==> config.mk <==
export PLATFORM = sky130hd
export DESIGN_NAME = takf_ctrl
export DESIGN_NICKNAME = d
export VERILOG_FILES = /design/src/hw/rtl/takf_pkg.sv /design/src/hw/rtl/takf_ctrl.sv
export SDC_FILE = /design/constraint.sdc
export NUM_CORES = 1
export LEC_CHECK = 0
export ABC_AREA = 1
export BUFFER_PORTS_ARGS = -buffer_cell sky130_fd_sc_hd__buf_2
export CAP_MARGIN = 20
export CORE_MARGIN = 4
export CORE_UTILIZATION = 30
export CTS_CLUSTER_DIAMETER = 120
export DETAILED_ROUTE_END_ITERATION = 6
export PLACE_DENSITY = 0.59
export SYNTH_ARGS = -nofsm -noshare
export SYNTH_HDL_FRONTEND = slang
export SYNTH_SLANG_ARGS = --single-unit
export TNS_END_PERCENT = 1
==> constraint.sdc <==
create_clock -name clk -period 2.3 [get_ports clk]
set_input_delay 0.23 -clock clk [delete_from_list [all_inputs] [get_ports clk]]
set_output_delay 0.23 -clock clk [all_outputs]
set_load 0.02 [all_outputs]
==> src/hw/rtl/takf_pkg.sv <==
package takf_pkg;

  localparam int unsigned QW = 32;

  localparam logic [4:0] OP_NOP     = 5'd0;
  localparam logic [4:0] OP_MEAS    = 5'd1;
  localparam logic [4:0] OP_RATE    = 5'd2;
  localparam logic [4:0] OP_RMB     = 5'd3;
  localparam logic [4:0] OP_ANG_P   = 5'd4;
  localparam logic [4:0] OP_SLOPE0  = 5'd5;
  localparam logic [4:0] OP_P00_P   = 5'd6;
  localparam logic [4:0] OP_SLOPE1  = 5'd7;
  localparam logic [4:0] OP_P01_P   = 5'd8;
  localparam logic [4:0] OP_P10_P   = 5'd9;
  localparam logic [4:0] OP_P11_P   = 5'd10;
  localparam logic [4:0] OP_ERR     = 5'd11;
  localparam logic [4:0] OP_DIV0    = 5'd12;
  localparam logic [4:0] OP_DIV1    = 5'd13;
  localparam logic [4:0] OP_P10_C   = 5'd14;
  localparam logic [4:0] OP_P11_C   = 5'd15;
  localparam logic [4:0] OP_P00_C   = 5'd16;
  localparam logic [4:0] OP_P01_C   = 5'd17;
  localparam logic [4:0] OP_ANG_C   = 5'd18;
  localparam logic [4:0] OP_BIAS_C  = 5'd19;
  localparam logic [4:0] OP_OUT     = 5'd20;

  localparam logic [2:0] REG_QA = 3'd0;
  localparam logic [2:0] REG_QB = 3'd1;
  localparam logic [2:0] REG_RM = 3'd2;
  localparam logic [2:0] REG_DT = 3'd3;
  localparam logic [2:0] REG_AO = 3'd4;
  localparam logic [2:0] REG_GO = 3'd5;
  localparam logic [2:0] REG_AG = 3'd6;
  localparam logic [2:0] REG_GG = 3'd7;

  typedef struct packed {
    logic       load;
    logic       op_go;
    logic [4:0] op;
  } takf_cmd_t;

  typedef struct packed {
    logic op_done;
  } takf_stat_t;

  function automatic logic [31:0] sat32(input logic signed [95:0] x, output logic c);
    if (x > 96'sd2147483647) begin
      c = 1'b1;
      sat32 = 32'h7fffffff;
    end else if (x < -96'sd2147483648) begin
      c = 1'b1;
      sat32 = 32'h80000000;
    end else begin
      c = 1'b0;
      sat32 = x[31:0];
    end
  endfunction

endpackage

==> src/hw/rtl/takf_ctrl.sv <==
module takf_ctrl (
  input  logic                   clk,
  input  logic                   rst,
  input  logic                   in_valid,
  output logic                   in_ready,
  output logic                   out_valid,
  input  logic                   out_ready,
  output takf_pkg::takf_cmd_t    cmd,
  input  takf_pkg::takf_stat_t   stat
);

  typedef enum logic [3:0] {
    S_IDLE = 4'b0001,
    S_ISSUE = 4'b0010,
    S_WAIT = 4'b0100,
    S_OUT = 4'b1000
  } state_t;

  state_t state, state_next;
  logic [4:0] op, op_next;

  always_ff @(posedge clk) begin
    if (rst) begin
      state <= S_IDLE;
      op <= takf_pkg::OP_NOP;
    end else begin
      state <= state_next;
      op <= op_next;
    end
  end

  always_comb begin
    state_next = state;
    op_next = op;
    cmd = '0;
    cmd.op = op;
    in_ready = 1'b0;
    out_valid = 1'b0;
    case (state)
      S_IDLE: begin
        in_ready = 1'b1;
        if (in_valid) begin
          cmd.load = 1'b1;
          op_next = takf_pkg::OP_MEAS;
          state_next = S_ISSUE;
        end
      end
      S_ISSUE: begin
        cmd.op_go = 1'b1;
        state_next = S_WAIT;
      end
      S_WAIT: begin
        if (stat.op_done) begin
          if (op == takf_pkg::OP_OUT) begin
            state_next = S_OUT;
          end else begin
            op_next = op + 5'd1;
            state_next = S_ISSUE;
          end
        end
      end
      S_OUT: begin
        out_valid = 1'b1;
        if (out_ready) begin
          state_next = S_IDLE;
        end
      end
      default: state_next = S_IDLE;
    endcase
  end

endmodule

==> results.py, run 1 <==
metrics = {
    "outcome": {
        "status": "finished clean",
    },
    "synthesis": {
        "ys_async_sr_fraction_pct": 0,
        "yosys_most_used_dff": "dfxtp_1",
        "synth_seq_cells": 9,
        "synth_area_leader_cell": "dfxtp_1",
        "synth_fp_nets": 99,
        "synth_top_area_share_pct": 30.4,
        "yosysSeqAreaShare_pct": 30.4,
        "ys_top_cells_by_area": "dfxtp_1 (30%), nor2_1 (13%), nand2_1 (11%)",
        "synth_cell_types": 18,
        "yosys_warnings": 0,
        "synthTopCellsByCount": "nor2_1 (20), nand2_1 (17), inv_1 (14), dfxtp_1 (9), nand3_1 (8)",
        "synthCells": 92,
        "synth_edf_count": 0,
        "syn_area_um2": 592,
        "yosysMostFrequentCell": "nor2_1",
        "syn_area_per_cell_um2": 6.43,
    },
    "power_and_ir_drop": {
        "p_int_uw": 344,
        "p_leak_uw": 0.000352,
        "power_density_nw_per_um2": 860,
        "switchingPower_uw": 270,
        "power.total_uw": 614,
        "swShare_pct": 43.9,
        "power_frac_clock_pct": 21.0,
        "combinationalPowerShare_pct": 43.8,
        "p_seq_share_pct": 35.3,
        "ir_worst_vdd_mv": 0.260,
    },
    "layout": {
        "diodes": 0,
        "area_delta_synth_final_pct": 20.7,
        "n_fill_cell": 202,
        "drive_above_1_share_pct": 29.4,
        "postLayoutCellArea_um2": 714,
        "final_nets": 117,
    },
    "place": {
        "dp_hpwl_um": 1000,
        "placedInstanceArea_um2": 688,
        "gp_congestion": 0.812,
        "port_buffers": 13,
    },
    "job": {
        "max_cap_viol_count": 0,
    },
    "clocking": {
        "cts_buffers": 3,
        "clock_path_buffers": 2,
        "cts_max_level": 1,
        "clk_pin_slew_ps": 60,
        "cts_tree": "done",
        "postCtsHoldBufs": 0,
        "clkSinkCount": 9,
        "post_cts_buffers": 0,
        "cts_resized": 0,
        "clkLatencyLatePin_ps": 270,
        "cts-root-buf": "clkbuf_4",
    },
    "setup_path": {
        "required_ps": 2070,
        "setup.worst_path.class": "reg2out",
        "worst_setup_path_end_kind": "primary output",
        "worstPathArrival_ps": 1220,
        "r2r-start": "op[0]$_SDFFE_PP0P_",
        "critPathMaxFanout": 4,
        "r2r_slack_ps": 940,
        "crit_start": "state[3]$_SDFFE_PP0P_",
        "start_kind": "register",
    },
    "drt": {
        "drt-initial-drc-count": 9,
        "dr.pass1.iters": 2,
        "wl_per_cell_um": 9.12,
        "routed_via_density": 4.31,
        "wirelength_um": 1220,
        "postRouteAntennaNets": 0,
        "drc_errors": 0,
        "vias": 578,
    },
    "timing": {
        "skew_ps": 3.44,
        "tightest_slew_ps": 272,
        "hold_viol": 0,
        "setup_tns_ps": 0,
        "hold_ws_ps": 175,
        "period_share_pct": 63.1,
        "finalSetupViolCount": 0,
        "min_period_ps": 1450,
        "slew_headroom_pct": 81.8,
        "slew_viol_final": 0,
        "fmax_mhz": 689,
        "rsz0062_at_grt": "false",
    },
    "global_routing": {
        "grt.overflow.total": 0,
        "grt_max_degree": 8,
        "antenna_found_initial": 0,
        "grt_first_pass_wirelength_um": 2010,
        "grt_pass1_vias": 503,
        "grt_usage_pct": 10.5,
    },
    "floorplanning": {
        "chipWidth_um": 52.4,
        "pin_count": 14,
        "start_util_pct": 32.8,
        "die_area_um2": 2750,
        "die-height_um": 52.4,
        "core_area_um2": 1800,
        "row_count": 15,
    },
    "worst_hold_path": {
        "holdCritPathClass": "in2reg",
        "hold_start": "rst",
    },
}
-- placed cells by master (no fill, tap or decap), types with 2 or more instances in the layout --
cell type / n
inv_1: 14
clkbuf_4: 3
nand3_2: 2
buf_2: 13
dfxtp_1: 9
nand2_4: 2
nor2_1: 20
nand2_2: 4
inv_2: 3
nand3_1: 8
a21oi_1: 2
nand2_1: 17
ha_1: 2
nor2_2: 3
-- cells by family after synthesis --
| family | share of synthesized area, % |
|---|---|
| buffers and inverters | 10.8 |
| AND/OR/NAND/NOR | 48.6 |
| AO/OA/AOI/OAI | 4.44 |
| adder cells (fa/ha/maj) | 4.23 |
| flip-flops | 30.4 |
| XOR/XNOR | 1.48 |
-- metal layers --
layer  global-route usage (%)  vias up  share of wire [%]
met5                        0        -                  0
met4                     12.8        0                5.6
met3                     1.71        5                2.6
met2                     16.1       11                 44
met1                     11.0      246                 48
li1                         -      316                  -
-- power groups by stage --
stage / logic [uW] / clock network, uW / registers [uW]
4_1_cts: 273 / 134 / 216
3_5_place_dp: 272 / 0 / 220
3_3_place_gp: 270 / 0 / 219
6_report: 269 / 129 / 217
2_1_floorplan: 184 / 0 / 238
5_1_grt: 305 / 143 / 223
-- state kept, by name, indices dropped and copies added (netlist names) --
register and count:
op 5, state 4
-- critical path, cell delays in order (launching register included) --
cell	delay, ps
dfxtp_1	350
nor2_2	180
nand2_1	70
nor2_1	160
buf_2	200
-- through the flow --
| stage | std cells | setup WS, ps | utilization [%] |
|---|---|---|---|
| 2_1_floorplan | 92 | 902 | - |
| 3_3_place_gp | 130 | 1000 | 38.2 |
| 3_5_place_dp | 130 | 947 | 38.2 |
| 4_1_cts | 134 | 831 | 39.7 |
| 5_1_grt | 134 | 748 | 39.7 |
| 6_report | 134 | 848 | 39.7 |
-- layout make-up --
class                           count  area (um2)  area share, %
Timing Repair Buffer               13        65.1           9.11
Multi-Input combinational cell     66         348           48.7
Clock buffer                        4        26.3           3.68
Tap cell                           25        31.3           4.38
Sequential cell                     9         180           25.2
Inverter                           17        63.8           8.93
-- worst paths after layout --
kind,depth (start not counted),end
setup / recovery,4,cmd[5]
hold / removal,2,op[2]$_SDFFE_PP0P_
setup reg to reg,11,op[4]$_SDFFE_PP0P_
hold reg to reg,2,op[4]$_SDFFE_PP0P_
No activity file was read; power rests on OpenSTA's default activity.
==> run 2: changes to the inputs <==
==> constraint.sdc (replaced) <==
create_clock -name clk -period 1.4 [get_ports clk]
set_input_delay 0.14 -clock clk [delete_from_list [all_inputs] [get_ports clk]]
set_output_delay 0.14 -clock clk [all_outputs]
set_load 0.02 [all_outputs]
==> run 2 against run 1 <==
  * Die area is the same
  * Non-clock buffer count rose by 2
  * Sequential power increased by 65%
  * Register-to-register slack got worse by 780 ps
  * Critical path depth is 1 higher
  * Combinational power increased by 71%
  * Clock skew hardly changed
  * Cell count grew 1.5%
  * Critical endpoint is now cmd[6]
  * Largest cell class unchanged
==> results.py, run 2 (synthesis gave the netlist of run 1 again) <==
metrics = {
    "global_routing": {
        "grt_util_met2_pct": 15.3,
        "grt_max_degree": 7,
        "grt_first_pass_wirelength_um": 2040,
        "use_met3_pct": 4.84,
        "grt_usage_pct": 10.4,
        "top_usage_layer": "met2",
        "grt.overflow.total": 0,
        "grt_use_met1_pct": 12.6,
        "antenna_found_initial": 0,
        "grt_pass1_vias": 486,
    },
    "clocking": {
        "cts_tree": "done",
        "cts_max_level": 1,
        "clk_pin_slew_ps": 60,
        "clkLatencyLatePin_ps": 260,
        "cts_buffers": 3,
        "postCtsHoldBufs": 0,
        "clock_path_buffers": 2,
        "clkSinkCount": 9,
        "cts-root-buf": "clkbuf_4",
        "post_cts_buffers": 0,
        "cts_resized": 0,
    },
    "outcome": {
        "status": "finished clean",
    },
    "floorplanning": {
        "core_area_um2": 1800,
        "die_area_um2": 2750,
        "start_util_pct": 32.8,
        "pin_count": 14,
        "die-height_um": 52.4,
        "chipWidth_um": 52.4,
        "row_count": 15,
    },
    "drt": {
        "wl_per_cell_um": 9.32,
        "wirelength_um": 1270,
        "dr.pass1.iters": 3,
        "postRouteAntennaNets": 0,
        "drt-initial-drc-count": 5,
        "vias": 573,
        "drc_errors": 0,
        "routed_via_density": 4.21,
    },
    "power_and_ir_drop": {
        "ir_worst_vdd_mv": 0.512,
        "power_density_nw_per_um2": 1370,
        "power.total_uw": 1020,
        "p_leak_uw": 0.000366,
    },
    "setup_path": {
        "start_kind": "register",
        "worst_path_largest_cell_delay_ps": 370,
        "setup.worst_path.class": "reg2out",
        "path_cells": "inv_1 -> nor2_2 -> nand2_2 -> nor2_1 -> buf_2",
        "required_ps": 1260,
        "critPathMaxFanout": 3,
        "worstPathArrival_ps": 1190,
        "crit_slowest_cell": "dfxtp_1",
        "worst_setup_path_end_kind": "primary output",
    },
    "timing": {
        "slew_viol_final": 0,
        "fmax_mhz": 754,
        "min_period_ps": 1330,
        "hold_viol": 0,
        "finalSetupViolCount": 0,
        "tightest_slew_ps": 217,
        "setup_tns_ps": 0,
        "period_share_pct": 94.7,
        "skew_ps": 3.49,
        "hold_ws_ps": 102,
        "slew_headroom_pct": 85.5,
        "rsz0062_at_grt": "false",
    },
    "layout": {
        "final_common_cell": "nor2_1",
        "final_nets": 119,
        "postLayoutCellArea_um2": 743,
        "largest_reg_flops": 5,
        "multi_input_area_um2": 360,
        "diodes": 0,
        "drive_above_1_share_pct": 34.2,
        "n_fill_cell": 216,
        "fin_util_pct": 41.3,
        "final_cell_mix": "nor2_1 (18), nand2_1 (16), inv_1 (14), buf_2 (13)",
        "largest-register": "op",
        "area_delta_synth_final_pct": 25.6,
        "top_regs": "op (5), state (4)",
        "register_area_um2": 181,
    },
    "place": {
        "gp_congestion": 0.781,
        "placedInstanceArea_um2": 703,
        "port_buffers": 13,
        "dp_hpwl_um": 1030,
    },
    "job": {
        "max_cap_viol_count": 0,
    },
    "worst_hold_path": {
        "holdCritPathClass": "in2reg",
    },
}
[run 2: cell types whose count changed in the layout (fill, tap and decap cells not counted)]
cell / previous run / this run
nor2_4: 1 / 2
nor2_2: 3 / 4
dfxtp_1: 9 / 8
dfxtp_2: 0 / 1
nand2_2: 4 / 5
nor2_1: 20 / 18
nand2_1: 17 / 16
buf_4: 0 / 2
[run 2: path summary, 6_finish.rpt]
| kind | start | end | slack (ps) | cells past startpoint |
|---|---|---|---|---|
| setup / recovery | state[0]$_SDFFE_PP1P_ | cmd[6] | 70 | 5 |
| hold / removal | rst | op[2]$_SDFFE_PP0P_ | 100 | 2 |
| setup reg to reg | op[0]$_SDFFE_PP0P_ | op[4]$_SDFFE_PP0P_ | 160 | 11 |
| hold reg to reg | op[1]$_SDFFE_PP0P_ | op[1]$_SDFFE_PP0P_ | 510 | 2 |
[run 2: area by class of cell]
type | count | area share, %
Clock buffer | 4 | 3.54
Inverter | 17 | 8.59
Multi-Input combinational cell | 66 | 48.5
Sequential cell | 9 | 24.4
Tap cell | 25 | 4.21
Timing Repair Buffer | 15 | 10.8
[run 2: metrics by stage]
stage          std cells  worst slack, ps
5_1_grt              136             5.04
6_report             136             74.6
3_5_place_dp         132             97.8
2_1_floorplan         92             2.40
4_1_cts              136             1.56
3_3_place_gp         132              122
[run 2: worst max-delay path: cells and delay by family, from the launching register on]
kind | cells | cell delay [ps]
buffers and inverters | 2 | 250
DFF | 1 | 370
and+or+nand+nor | 3 | 310
[run 2: report_power, final]
| group | total, uW | switching, uW | internal (uW) |
|---|---|---|---|
| clock network | 200 | 90.2 | 110 |
| registers | 357 | 51.5 | 305 |
| logic | 461 | 298 | 163 |
| total | 1020 | 440 | 578 |
[run 2: layer usage]
layer | share of wire (%) | routed length, um
met1 | 47 | 601
met2 | 46 | 577
met3 | 5.1 | 65
met4 | 1.8 | 23
met5 | 0 | 0
